$ cat src/wbct_pkg.sv
// Package of the work/break cycle timer: codes, widths, reset values, word layout.
// No dependencies; used by the top level and by its checker.
`timescale 1ns / 1ps

package wbct_pkg;

   localparam int SPAN_W     = 16;
   localparam int EVERY_W    = 7;
   localparam int LIMIT_W    = 7;
   localparam int LOOP_W     = 16;
   localparam int ELAPSED_W  = 17;
   localparam int GAP_W      = 8;
   localparam int OP_W       = 3;
   localparam int CSR_IDX_W  = 3;
   localparam int CSR_DATA_W = 16;
   localparam int RSP_DATA_W = 40;

   localparam logic [GAP_W-1:0]     GAP_LIMIT   = 8'd60;
   localparam logic [ELAPSED_W-1:0] ELAPSED_MAX = 17'h1FFFF;

   localparam logic [SPAN_W-1:0]  WORK_SPAN_RST   = 16'd1500;
   localparam logic [SPAN_W-1:0]  SHORT_SPAN_RST  = 16'd300;
   localparam logic [SPAN_W-1:0]  LONG_SPAN_RST   = 16'd600;
   localparam logic [EVERY_W-1:0] EVERY_RST       = 7'd4;
   localparam logic [LIMIT_W-1:0] LOOP_LIMIT_RST  = 7'd4;

   typedef enum logic [OP_W-1:0] {
      OP_TICK  = 3'd0,
      OP_START = 3'd1,
      OP_PAUSE = 3'd2,
      OP_STOP  = 3'd3,
      OP_SKIP  = 3'd4
   } op_type;

   typedef enum logic [1:0] {
      MODE_STOPPED = 2'd0,
      MODE_RUNNING = 2'd1,
      MODE_PAUSED  = 2'd2
   } mode_type;

   typedef enum logic [1:0] {
      PH_WORK  = 2'd0,
      PH_SHORT = 2'd1,
      PH_LONG  = 2'd2
   } phase_type;

   typedef enum logic [CSR_IDX_W-1:0] {
      REG_WORK_SPAN   = 3'd0,
      REG_SHORT_SPAN  = 3'd1,
      REG_LONG_SPAN   = 3'd2,
      REG_LONG_EVERY  = 3'd3,
      REG_LONG_ENABLE = 3'd4,
      REG_REPEAT      = 3'd5,
      REG_LOOP_LIMIT  = 3'd6,
      REG_CHIME       = 3'd7
   } reg_idx_type;

   // Result word, lowest field last.
   typedef struct packed {
      logic [2:0]        pad;
      logic [LOOP_W-1:0] loops_done;
      logic              chime;
      logic [SPAN_W-1:0] remaining_seconds;
      logic [1:0]        phase;
      logic [1:0]        run_state;
   } rsp_word_type;

endpackage

$ cat src/work_break_cycle_timer.sv
// Top level of the work/break cycle timer: command decode, phase state and result register.
// Depends on wbct_pkg.
`timescale 1ns / 1ps

// Usage
// The request channel carries one command word per handshake: the operation code
// travels on req_tuser and the elapsed seconds of a tick on req_tdata. Every
// accepted word produces exactly one result word on the rsp_ channel, holding the
// run state, the phase, the seconds left in the phase, a chime flag and the loop count.
// The result of a word accepted at one edge is registered and valid right after it.
// Throughput is one word per cycle while results are taken; the whole state update is
// a handful of adds and compares on the state registers, finished in the accepting cycle.
// The result register frees up in the same cycle its word is taken, so a new
// request is taken whenever the register is empty or rsp_tready is high. When the
// receiver stalls with a result pending, req_tready drops and the state holds.
// Timing registers are written through the csr_ port at any edge with csr_we high;
// they should only change while no command is in flight.
// A synchronous reset stops the timer, clears all loop bookkeeping, restores the
// register defaults and empties the result register.
module work_break_cycle_timer (
   input  logic                              clock,
   input  logic                              reset,
   // Request channel.
   input  logic                              req_tvalid,
   output logic                              req_tready,
   input  logic [wbct_pkg::GAP_W-1:0]        req_tdata,   // [7:0] elapsed_seconds
   input  logic [wbct_pkg::OP_W-1:0]         req_tuser,   // [2:0] operation
   // Result channel.
   output logic                              rsp_tvalid,
   input  logic                              rsp_tready,
   // [1:0] run_state, [3:2] phase, [19:4] remaining_seconds, [20] chime,
   // [36:21] loops_done, [39:37] zero
   output logic [wbct_pkg::RSP_DATA_W-1:0]   rsp_tdata,
   // Configuration write port.
   input  logic                              csr_we,
   input  logic [wbct_pkg::CSR_IDX_W-1:0]    csr_index,
   input  logic [wbct_pkg::CSR_DATA_W-1:0]   csr_wdata
);
   import wbct_pkg::*;

   // Configuration registers.
   logic [SPAN_W-1:0]  work_span_ff, short_span_ff, long_span_ff;
   logic [EVERY_W-1:0] every_ff;
   logic [LIMIT_W-1:0] limit_ff;
   logic               long_en_ff, repeat_ff, chime_en_ff;

   // Timer state.
   mode_type              mode_ff, mode_in;
   phase_type             phase_ff, phase_in;
   logic [ELAPSED_W-1:0]  elapsed_ff, elapsed_in;
   logic [SPAN_W-1:0]     target_ff, target_in;
   logic [EVERY_W-1:0]    latched_ff, latched_in;
   logic [LOOP_W-1:0]     lba_ff, lba_in;
   logic [LOOP_W-1:0]     loop_ff, loop_in;

   // Result register.
   logic         rsp_valid_ff, rsp_valid_in;
   rsp_word_type rsp_word_ff, rsp_word_in;

   logic                 accept;
   op_type               op;
   logic [ELAPSED_W:0]   elapsed_sum;
   logic [ELAPSED_W-1:0] elapsed_sat;
   logic                 every_diff, take_long, break_stops, chime_in;
   logic [EVERY_W-1:0]   latched_work;
   logic [LOOP_W-1:0]    loop_plus1, lba_pre, lba_work;
   logic [SPAN_W-1:0]    target_work;
   phase_type            phase_work;

   // A result is taken out in the same cycle a new one may be written.
   assign req_tready = !rsp_valid_ff || rsp_tready;
   assign accept     = req_tvalid && req_tready;
   assign op         = op_type'(req_tuser);

   // Saturating accumulation of the tick gap.
   assign elapsed_sum = {1'b0, elapsed_ff} + {{(ELAPSED_W+1-GAP_W){1'b0}}, req_tdata};
   assign elapsed_sat = elapsed_sum[ELAPSED_W] ? ELAPSED_MAX : elapsed_sum[ELAPSED_W-1:0];

   // Outcome of a work phase ending. A new long_break_every re-arms the long break
   // target relative to the current loop count.
   assign loop_plus1   = loop_ff + 1'b1;
   assign every_diff   = latched_ff != every_ff;
   assign lba_pre      = every_diff ? loop_ff + {{(LOOP_W-EVERY_W){1'b0}}, every_ff} : lba_ff;
   assign take_long    = long_en_ff && (loop_plus1 == lba_pre);
   assign latched_work = !long_en_ff ? '0 : (every_diff ? every_ff : latched_ff);
   assign lba_work     = !long_en_ff ? '0 :
                         take_long ? loop_plus1 + {{(LOOP_W-EVERY_W){1'b0}}, latched_work}
                                   : lba_pre;
   assign target_work  = take_long ? long_span_ff : short_span_ff;
   assign phase_work   = take_long ? PH_LONG : PH_SHORT;

   // A break ending completes a loop; the timer stops without repeat or at the limit.
   assign break_stops = !repeat_ff ||
                        ((limit_ff != '0) &&
                         (loop_plus1 >= {{(LOOP_W-LIMIT_W){1'b0}}, limit_ff}));

   always_comb begin
      mode_in    = mode_ff;
      phase_in   = phase_ff;
      elapsed_in = elapsed_ff;
      target_in  = target_ff;
      latched_in = latched_ff;
      lba_in     = lba_ff;
      loop_in    = loop_ff;
      chime_in   = 1'b0;

      case (op)
         OP_TICK: begin
            if (mode_ff == MODE_RUNNING) begin
               if (req_tdata > GAP_LIMIT) begin
                  // A long gap means the host lost track of time; stop everything.
                  mode_in    = MODE_STOPPED;
                  phase_in   = PH_WORK;
                  elapsed_in = '0;
                  target_in  = '0;
                  latched_in = '0;
                  lba_in     = '0;
                  loop_in    = '0;
               end else if (elapsed_sat >= {1'b0, target_ff}) begin
                  chime_in   = chime_en_ff;
                  elapsed_in = '0;
                  if (phase_ff == PH_WORK) begin
                     phase_in   = phase_work;
                     target_in  = target_work;
                     latched_in = latched_work;
                     lba_in     = lba_work;
                  end else if (break_stops) begin
                     mode_in    = MODE_STOPPED;
                     phase_in   = PH_WORK;
                     target_in  = '0;
                     latched_in = '0;
                     lba_in     = '0;
                     loop_in    = '0;
                  end else begin
                     phase_in  = PH_WORK;
                     target_in = work_span_ff;
                     loop_in   = loop_plus1;
                  end
               end else begin
                  elapsed_in = elapsed_sat;
               end
            end
         end
         OP_START: begin
            mode_in = MODE_RUNNING;
            if (target_ff == '0) begin
               target_in = work_span_ff;
            end
         end
         OP_PAUSE: begin
            mode_in = MODE_PAUSED;
         end
         OP_STOP: begin
            mode_in    = MODE_STOPPED;
            phase_in   = PH_WORK;
            elapsed_in = '0;
            target_in  = '0;
            latched_in = '0;
            lba_in     = '0;
            loop_in    = '0;
         end
         OP_SKIP: begin
            if (mode_ff != MODE_STOPPED) begin
               elapsed_in = '0;
               if (phase_ff == PH_WORK) begin
                  phase_in   = phase_work;
                  target_in  = target_work;
                  latched_in = latched_work;
                  lba_in     = lba_work;
               end else if (break_stops) begin
                  mode_in    = MODE_STOPPED;
                  phase_in   = PH_WORK;
                  target_in  = '0;
                  latched_in = '0;
                  lba_in     = '0;
                  loop_in    = '0;
               end else begin
                  phase_in  = PH_WORK;
                  target_in = work_span_ff;
                  loop_in   = loop_plus1;
               end
               // Skipping out of pause resumes the timer unless the skip stopped it.
               if ((mode_in != MODE_STOPPED) && (mode_ff == MODE_PAUSED)) begin
                  mode_in = MODE_RUNNING;
                  if (target_in == '0) begin
                     target_in = work_span_ff;
                  end
               end
            end
         end
         default: begin
         end
      endcase
   end

   // Result word built from the updated state.
   always_comb begin
      rsp_word_in            = '0;
      rsp_word_in.run_state  = mode_in;
      rsp_word_in.phase      = phase_in;
      rsp_word_in.chime      = chime_in;
      rsp_word_in.loops_done = loop_in;
      if ((mode_in == MODE_RUNNING) && ({1'b0, target_in} >= elapsed_in)) begin
         rsp_word_in.remaining_seconds = target_in - elapsed_in[SPAN_W-1:0];
      end
   end

   assign rsp_valid_in = accept || (rsp_valid_ff && !rsp_tready);

   always_ff @(posedge clock) begin
      if (reset) begin
         work_span_ff  <= WORK_SPAN_RST;
         short_span_ff <= SHORT_SPAN_RST;
         long_span_ff  <= LONG_SPAN_RST;
         every_ff      <= EVERY_RST;
         long_en_ff    <= 1'b0;
         repeat_ff     <= 1'b0;
         limit_ff      <= LOOP_LIMIT_RST;
         chime_en_ff   <= 1'b1;
      end else if (csr_we) begin
         case (reg_idx_type'(csr_index))
            REG_WORK_SPAN:   work_span_ff  <= csr_wdata;
            REG_SHORT_SPAN:  short_span_ff <= csr_wdata;
            REG_LONG_SPAN:   long_span_ff  <= csr_wdata;
            REG_LONG_EVERY:  every_ff      <= csr_wdata[EVERY_W-1:0];
            REG_LONG_ENABLE: long_en_ff    <= csr_wdata[0];
            REG_REPEAT:      repeat_ff     <= csr_wdata[0];
            REG_LOOP_LIMIT:  limit_ff      <= csr_wdata[LIMIT_W-1:0];
            REG_CHIME:       chime_en_ff   <= csr_wdata[0];
            default: begin
            end
         endcase
      end
   end

   always_ff @(posedge clock) begin
      if (reset) begin
         mode_ff      <= MODE_STOPPED;
         phase_ff     <= PH_WORK;
         elapsed_ff   <= '0;
         target_ff    <= '0;
         latched_ff   <= '0;
         lba_ff       <= '0;
         loop_ff      <= '0;
         rsp_valid_ff <= 1'b0;
      end else begin
         rsp_valid_ff <= rsp_valid_in;
         if (accept) begin
            mode_ff    <= mode_in;
            phase_ff   <= phase_in;
            elapsed_ff <= elapsed_in;
            target_ff  <= target_in;
            latched_ff <= latched_in;
            lba_ff     <= lba_in;
            loop_ff    <= loop_in;
         end
      end
   end

   // Payload needs no reset.
   always_ff @(posedge clock) begin
      if (accept) begin
         rsp_word_ff <= rsp_word_in;
      end
   end

   assign rsp_tvalid = rsp_valid_ff;
   assign rsp_tdata  = rsp_word_ff;

endmodule

$ cat config.mk
export PLATFORM = sky130hd
export DESIGN_NAME = work_break_cycle_timer
export DESIGN_NICKNAME = d
export VERILOG_FILES = /design/src/wbct_pkg.sv /design/src/work_break_cycle_timer.sv
export SDC_FILE = /design/constraint.sdc
export NUM_CORES = 1
export LEC_CHECK = 0
export ABC_AREA = 1
export ABC_CLOCK_PERIOD_IN_PS = 6000
export BUFFER_PORTS_ARGS = -buffer_cell sky130_fd_sc_hd__buf_2
export CAP_MARGIN = 40
export CORE_AREA = 2 2 175 160
export CTS_CLUSTER_SIZE = 8
export DETAILED_ROUTE_END_ITERATION = 10
export DIE_AREA = 0 0 177 162
export PLACE_DENSITY_LB_ADDON = 0.1
export SYNTH_ARGS = -nofsm -noshare
export SYNTH_HDL_FRONTEND = slang
export SYNTH_SLANG_ARGS = --single-unit
$ cat constraint.sdc
create_clock -name clock -period 6 [get_ports clock]
set_clock_uncertainty 0.1 [all_clocks]
set_input_delay 0.3 -clock clock [delete_from_list [all_inputs] [get_ports clock]]
set_output_delay 0.3 -clock clock [all_outputs]
set_load 0.03 [all_outputs]
==> results of run 1 <==
==> worst min-delay path by stage <==
stage / start / slack, ns / to
after floorplan: csr_wdata[3] / 0.33 / long_span_ff[3]
after global placement: short_span_ff[5] / 0.34 / short_span_ff[5]
after detailed placement: short_span_ff[5] / 0.35 / short_span_ff[5]
after CTS: csr_wdata[11] / 0.003 / work_span_ff[11]
after global routing: csr_wdata[11] / 0.01 / short_span_ff[11]
final: csr_wdata[11] / 0.02 / work_span_ff[11]
==> area by class of cell <==
cell class,count,area (sq um),share of cell area
multi-input cells,1496,8110,0.481
flip-flops and latches,179,3960,0.235
repair buffers,361,2620,0.156
inverters,302,1140,0.0677
clock buffers,19,453,0.0269
well taps,354,443,0.0263
clock inverters,13,134,0.00794
==> cells in the final DEF, fill, tap and decap left out, drive strengths merged, types with 32 or more instances in the layout <==
master and instances:
a21oi 158, buf 357, dfxtp 142, edfxtp 37, ha 62, inv 303, nand2 474, nand3 184
nand4 32, nor2 220, o21ai 204
==> critical path, delay by kind of cell, from the launching register on <==
family	cells	cell delay, ns
DFF	1	0.34
AOI/OAI and AO/OA	14	1.74
and+or+nand+nor	12	1.20
buffers and inverters	17	1.98
adders and majority gates	3	0.88
==> power groups by stage <==
stage	Combinational (mW)	Sequential, mW	Clock (mW)
floorplan	0.641	1.40	0
global placement	1.11	1.37	0
detailed placement	1.12	1.37	0
CTS	1.24	1.34	1.17
global route	1.42	1.35	1.21
finish	1.29	1.34	1.15
==> registers in the layout, summed over array words and instances (netlist names), 2 cells and up <==
signal / count
elapsed_ff: 17
every_ff: 7
latched_ff: 7
lba_ff: 16
limit_ff: 7
long_span_ff: 16
loop_ff: 16
mode_ff: 2
phase_ff: 2
rsp_tdata: 37
short_span_ff: 16
target_ff: 16
work_span_ff: 16
==> cells by family (layout without fill, tap and decap cells) <==
family,Yosys count,count (layout),synth area share
simple gates,939,939,0.311
xor+xnor,35,35,0.0242
flops,179,179,0.297
compound gates,453,453,0.188
fa+ha+maj,66,66,0.0644
other cells,1,3,0.000282
buf+inv,376,695,0.115
==> repair_timing <==
item                       4_1_cts  5_1_grt
setup endpoints to repair       16       16
gates cloned                     1        0
pin swaps                       16       10
hold buffers                     4        0
hold endpoints to repair         4        0
setup buffers                   47        3
gates resized for setup         39       21
==> routing by layer <==
layer,wire length (um),track usage
met5,0,0
met4,916,0.0864
met3,4310,0.0660
met2,18500,0.460
met1,22500,0.501
==> impl_summary.md, run 1 <==
Routing
The via count is 14,893. The count of nets left with antenna violations after detail routing is 0. The pre-antenna-repair detailed-routing pass consisted of 8 iterations. After the first detailed-routing iteration, the DRC count stood at 1,635. The per-cell routed wire length is 17.0 um.

Summed over all layers, the routed wires come to 46,300 um. In the routed layout, each cell is associated on average with a via count of 5.47. For this run, design rule violations remaining after detail routing come to 0.

Power
The worst-case IR drop observed on VDD is 285 uV. The share of total power dissipated in sequential elements is 0.354. The fraction of power spent switching nets is 0.365.

The net switching power of the design is 1.38 mW. Of the total power, combinational logic draws 0.341. The power density of the placed cells is 225 mW/mm^2. Of the total power, the clock network draws 0.304. For this design the static power due to leakage is 8.32 nW. Power comes to 3.79 mW. The internal portion of the total power is 2.41 mW.

Synth
The post-synthesis cell count is 2,049. The mapped netlist covers 0.0133 sq mm. The most common cell in the netlist is nand2_1. Yosys mapped a number of flops with a built-in enable equal to 37. The share of synthesized area in the top cell type comes to 0.214.

Yosys printed 0 warnings. The fraction of registers with async set/reset is 0. The post-synthesis cell type with the largest combined area is dfxtp_1. By area the synthesized netlist is led by dfxtp_1 21%, nand2_1 13%, edfxtp_1 8.4%. The number of register bits inferred by synthesis is 179. The most used flip-flop cell after synthesis is dfxtp_1. The distinct cell type count of the synthesized netlist is 59.

Sorting the synthesized cells by how often they occur yields 462 x nand2_1, 276 x inv_1, 199 x nor2_1, 199 x o21ai_0, 176 x nand3_1. The sequential-to-total area share from yosys stat is 0.297. The post-synthesis average cell area is 6.49 sq um.

Placement
The worst-case setup slack after placement is -0.630 ns. Detailed placement ended at an HPWL of 34,800 um. The post-place instance area is 0.0156 sq mm. During placement, the flow inserted port buffers numbering 73.

The number of instances in the placed design is 2,637. Routability-driven placement finished with a final weighted congestion of 0.917.

Layout
For this run, the post-layout net count is 2,458. The fraction of the core area covered by cells at the end of the flow is 0.630. The number of antenna diodes in the final layout is 0. The final instance count without filler cells is 2,724.

The final instance area is 0.0169 sq mm. Counting the fill cells in the layout gives 2,542. The growth of design area from synthesis to finish is 26.8%. The layout cell share with drive strength beyond 1 is 0.225.

Clock tree
At the later pin of the worst-skew pair, clock insertion delay measures 0.45 ns. The clock sink total is 179. The maximum buffer depth of the clock tree is 2. TritonCTS built the clock tree. The clock tree root buffer cell is clkbuf_16.

TritonCTS created 17 clock buffers. The clock-pin slew of the registers on the worst-case setup and hold paths is 0.08 ns. The H-tree was split into 4 levels.

GRT
Entering global routing, the biggest net connects 80 pins. The first global-routing pass estimated 73,300 um of wire. The initial antenna violation count is 0. The number of global-route vias before repair is 13,563. For this run the aggregate overflow at the end of global routing stands at 0. In the global route stage, overall resource usage came out at 0.327.

Worst setup path
The critical path's slowest cell is dfxtp_2. For flop-to-flop paths, the worst setup slack is -0.51 ns. The worst register-to-register path ends at rsp_tdata[7].

The path depth of the worst reg2reg path is 46. By instance count, the cell type seen most on the critical path is buf_4. For the worst setup path, the data arrival time is 6.61 ns.

The start of the worst register-to-register path is elapsed_ff[2]. The critical path startpoint category is a flip-flop. The biggest cell delay along the critical path is 0.34 ns. The worst setup path is of the flip-flop to flip-flop kind. The worst setup path is captured at a flip-flop. Along the worst path, the maximum fanout reaches 6. The termination of the worst setup path is rsp_tdata[7]. The launching element of the worst setup path is elapsed_ff[2]. Data on the critical path is required at its endpoint by 6.10 ns.

Status
The final reports fail on negative setup slack. The flow ran to the end, but the final reports show violations.

Timing
Headroom to the max-slew limit came out at 0.413. In the finished design, the share of the clock period the worst path needs comes to 1.09. For the finished layout, the period the worst path requires is 6.51 ns.

The number of max-slew violations in the final report came to 0. For this run, the top clock speed supported by timing is 0.154 GHz. The worst hold slack is 0.0152 ns.

Setup violations remaining at the end of the flow were counted as 16. The post-route setup TNS is -6.67 ns. The final hold violation count is 0. The setup slack of the critical path after layout is -0.512 ns. Setup repair after global routing could not meet its margin everywhere. The pin slew with the least headroom to its limit is 0.881 ns.

Job
Across the run, the number of max-cap violations was 0.

Die
The vertical die dimension is 162 um. The floorplan has 57 rows. The die is 177 um wide.

The die covers 0.0287 sq mm. The initial core utilization is 0.497. The count of pins on the block boundary is 77. The floorplan step defined a core boundary enclosing 0.0267 sq mm.

Hold path
The min-delay analysis places its worst path in the category input port to flip-flop. Counting instances, the worst hold path has a depth of 3.
Power figures use the tool's default switching activity.
==> run 2: changes to the inputs <==
Settings changed: ABC_AREA 1 to not set, CORE_AREA 2 2 175 160 to 2 2 171 157, DIE_AREA 0 0 177 162 to 0 0 173 159.
==> impl_summary.md, run 2 <==
Placement
The post-place instance area is 0.0153 sq mm (was 0.0156 sq mm). The number of instances in the placed design is 2,241 (was 2,637). The final HPWL from detailed placement was 33,900 um (was 34,800 um). The weighted congestion at the end of routability-driven global placement is 0.987 (was 0.917). The count of buffers from port buffering is 73 (unchanged).

Die
The count of pins on the block boundary is 77 (unchanged). The overall die area is 0.0275 sq mm (was 0.0287 sq mm). The die span in x is 173 um (was 177 um). The vertical die dimension is 159 um (was 162 um). The area inside the core boundary is 0.0256 sq mm (was 0.0267 sq mm). The site row count is 56 (was 57). The initial core utilization was 0.495 (was 0.497).

Synth
The post-synthesis average cell area was 7.76 sq um (was 6.49 sq um). The fraction of registers with async set/reset is 0 (unchanged). The post-synthesis cell type with the largest combined area was dfxtp_1 (unchanged). The warning count from the yosys run came to 0 (unchanged). The most common cell in the netlist is nand2_1 (unchanged). The distinct cell type count of the synthesized netlist is 95 (was 59). The post-synthesis cell count is 1,635 (was 2,049). Synth top cells by count: 261 x nand2_1, 182 x a21oi_1, 142 x dfxtp_1 (was 462 x nand2_1, 276 x inv_1, 199 x nor2_1, 199 x o21ai_0, 176 x nand3_1). The number of enable-type register cells in the synthesized netlist was 37 (unchanged). The sequential-to-total area share from yosys stat is 0.312 (was 0.297). The most instantiated flip-flop cell in the synthesis netlist is dfxtp_1 (unchanged). Synth top area cells: dfxtp_1 22%, edfxtp_1 8.8%, nand2_1 7.7% (was dfxtp_1 21%, nand2_1 13%, edfxtp_1 8.4%). The post-synth design cell area was 0.0127 sq mm (was 0.0133 sq mm). The share of Yosys cell area claimed by the top area cell type is 0.224 (was 0.214). The number of register bits inferred by synthesis is 179 (unchanged).

Worst setup path
The start of the worst register-to-register path is loop_ff[0] (was elapsed_ff[2]). The most used cell along the critical path is buf_4 (unchanged). The critical path startpoint category is a flip-flop (unchanged). The path depth of the worst reg2reg path is 32 (was 46). The category of the most critical setup path is flip-flop to flip-flop (unchanged). The biggest cell delay along the critical path is 0.47 ns (was 0.34 ns). The depth of the critical timing path with buffers and inverters included came to 32 (was 46). The worst setup slack for register-to-register paths came to -0.82 ns (was -0.51 ns).

The critical path arrival is 6.91 ns (was 6.61 ns). The required time at the endpoint of the critical path is 6.09 ns (was 6.10 ns). The launching element of the worst setup path is loop_ff[0] (was elapsed_ff[2]). The critical path's slowest cell is o41a_1 (was dfxtp_2). The worst path buffer plus inverter count is 7 (was 17). The largest fanout on the critical path is 7 (was 6). The kind of end point of the critical path is a flip-flop (unchanged). The cell family with the largest share of critical-path delay is compound AO/OA/AOI/OAI gates (was buffers and inverters).

Layout
The flip-flop and latch area is 0.00396 sq mm (about the same). The number of fillers in the final layout is 2,287 (was 2,542). The layout cell share with drive strength beyond 1 is 0.272 (was 0.225).

The count of nets after finishing is 2,040 (was 2,458). The growth of design area from synthesis to finish is 30.1% (was 26.8%). The flip-flop count of the largest register, all copies and words added is 37 (unchanged).

Highest-count cells in the layout ignoring fill and taps: 301 x buf_4, 260 x nand2_1, 171 x a21oi_1, 139 x dfxtp_1, 123 x nor2_1 (was 445 x nand2_1, 277 x buf_4, 270 x inv_1, 190 x o21ai_0, 186 x nor2_1). The final instance count without filler cells is 2,300 (was 2,724). The multi-input gate area in the final layout came to 0.00851 sq mm (was 0.00811 sq mm). The most common cell after layout, fill and taps aside is buf_4 (was nand2_1).

The final instance area came to 0.0165 sq mm (was 0.0169 sq mm).

Timing
The final hold violation count is 0 (unchanged). The headroom to the max-slew limit is 0.389 (was 0.413). The final-report setup violation count is 16 (unchanged).

The pin slew with the least headroom to its limit was 0.914 ns (was 0.881 ns). The fmax was 0.147 GHz (was 0.154 GHz). The share of the clock period used by the worst path after layout is 1.14 (was 1.09). The number of max-slew violations in the final report is 0 (unchanged). The worst hold slack is 0.0158 ns (was 0.0152 ns). The post-route setup TNS is -12.63 ns (was -6.67 ns).

The final critical delay including setup and external delays was 6.82 ns (was 6.51 ns). Setup repair after global routing missed its margin: yes (unchanged). The setup slack of the critical path after layout is -0.815 ns (was -0.512 ns).

Hold path
The class of the most critical hold timing path is input port to flip-flop (unchanged). The startpoint of the lowest-slack hold path is csr_wdata[13] (was csr_wdata[11]). The number of cells traversed by the worst hold path is 3 (unchanged).

Clock tree
The maximum buffer depth of the clock tree is 2 (unchanged). The clock tree root buffer cell is clkbuf_16 (unchanged). The CTS tree is built (unchanged). The total CTS buffers is 17 (unchanged). The total number of H-tree levels was 4 (unchanged). The clock-pin slew of the registers on the worst-case setup and hold paths is 0.07 ns (was 0.08 ns).

The clock latency of the later-clocked register in the worst-skew pair is 0.45 ns (about the same). The clock sink total was 179 (unchanged).

Routing
The via density per instance was 5.94 (was 5.47). The number of violations reported at the end of detailed-routing iteration 0 came to 1,507 (was 1,635). The number of remaining DRC errors came to 0 (unchanged). The aggregate routed wire length is 45,300 um (was 46,300 um). The via count is 13,664 (was 14,893). The count of nets left with antenna violations after detail routing came to 0 (unchanged). The per-cell routed wire length is 19.7 um (was 17.0 um). The detailed-routing iteration count for the pre-antenna-repair pass came to 5 (was 8).

Status
Failing checks: negative setup slack (unchanged). Status: finished with violations (unchanged).

Power
The leakage power of the design is 6.99 nW (was 8.32 nW). The maximum vdd drop is 267 uV (was 285 uV). The power density of the placed cells is 204 mW/mm^2 (was 225 mW/mm^2).

GRT
The initial antenna violation count is 0 (unchanged). The number of global-route vias before repair is 12,699 (was 13,563). The maximum number of pins on one net before global-route repair was 65 (was 80).

The overall overflow remaining after global route is 0 (unchanged). The global-route total usage across every layer is 0.327 (about the same). The first-pass GRT wire length is 71,400 um (was 73,300 um).

Job
The number of violations of the max-capacitance limit is 0 (unchanged).
-- run 2: changes by cell type after synthesis, sizes merged, moves of 20 or more --
cell / previous run / this run
inv: 295 / 57
nand2: 474 / 261
nand3: 184 / 56
o21ai: 204 / 88
nor2: 220 / 136
clkbuf: 42 / 82
xnor2: 8 / 48
a22oi: 2 / 28
a21oi: 158 / 182
a211oi: 7 / 30
a21o: 3 / 24
nand2b: 0 / 21
nor4: 2 / 22
-- run 2: cells by family (layout without fill, tap and decap cells) --
family                     count (synthesis)  in the layout  share of synthesized area
buffers and inverters                    160            474                     0.0517
AOI/OAI and AO/OA                        507            507                      0.260
xor gates and xnor gates                  88             88                     0.0652
other                                      1              4                   0.000296
DFF                                      179            179                      0.312
adders and majority gates                 66             66                     0.0675
and+or+nand+nor                          618            618                      0.231
muxes                                     16             16                     0.0132
-- run 2: worst paths after layout --
| kind | end |
|---|---|
| max | rsp_tdata[11] |
| min | long_span_ff[13] |
| max reg2reg | rsp_tdata[11] |
| min reg2reg | limit_ff[6] |
-- run 2: tightest hold or removal path, stage by stage --
cell     delay [ns]
buf_2          0.11
nand2_1        0.05
a21oi_1        0.05
-- run 2: final cells by class --
cell class	instances	share of cell area
timing repair buffer	386	0.170
antenna	1	0.000152
tap	348	0.0264
clock buffer	20	0.0277
clock inverter	11	0.00713
inverter	57	0.0130
multi-input combinational	1298	0.516
sequential	179	0.240
-- run 2: routing by layer --
layer | share of wire | GRT usage | vias to the layer above
li1 | - | - | 6502
met1 | 0.47 | 0.490 | 6499
met2 | 0.43 | 0.477 | 592
met3 | 0.087 | 0.0640 | 71
met4 | 0.018 | 0.0855 | 0
met5 | 0 | 0 | -
-- run 2: stage by stage --
| step | power (mW) | utilization | setup slack, ns |
|---|---|---|---|
| after CTS | 3.29 | 0.630 | -0.734 |
| after global routing | 3.50 | 0.644 | -1.11 |
| final | 3.37 | 0.644 | -0.815 |
| after detailed placement | 2.14 | 0.598 | -1.20 |
| after floorplan | 1.80 | - | -0.581 |
| after global placement | 2.13 | 0.596 | -0.977 |
-- run 2: timing repair --
| action | CTS | global route |
|---|---|---|
| resized for setup | 23 | 65 |
| endpoints found under the hold margin | 6 | 0 |
| pin swaps | 29 | 14 |
| hold buffers | 5 | 0 |
| endpoints found under the setup margin | 16 | 16 |
| buffers inserted | 10 | 11 |
| gates cloned | 1 | 0 |
-- run 2: power breakdown --
part           internal, mW  total (mW)  switching, mW  leakage (nW)
logic                 0.402       0.927          0.525          5.17
registers              1.28        1.32         0.0433          1.53
clock network         0.602        1.12          0.518         0.286
total                  2.28        3.37           1.09          6.99
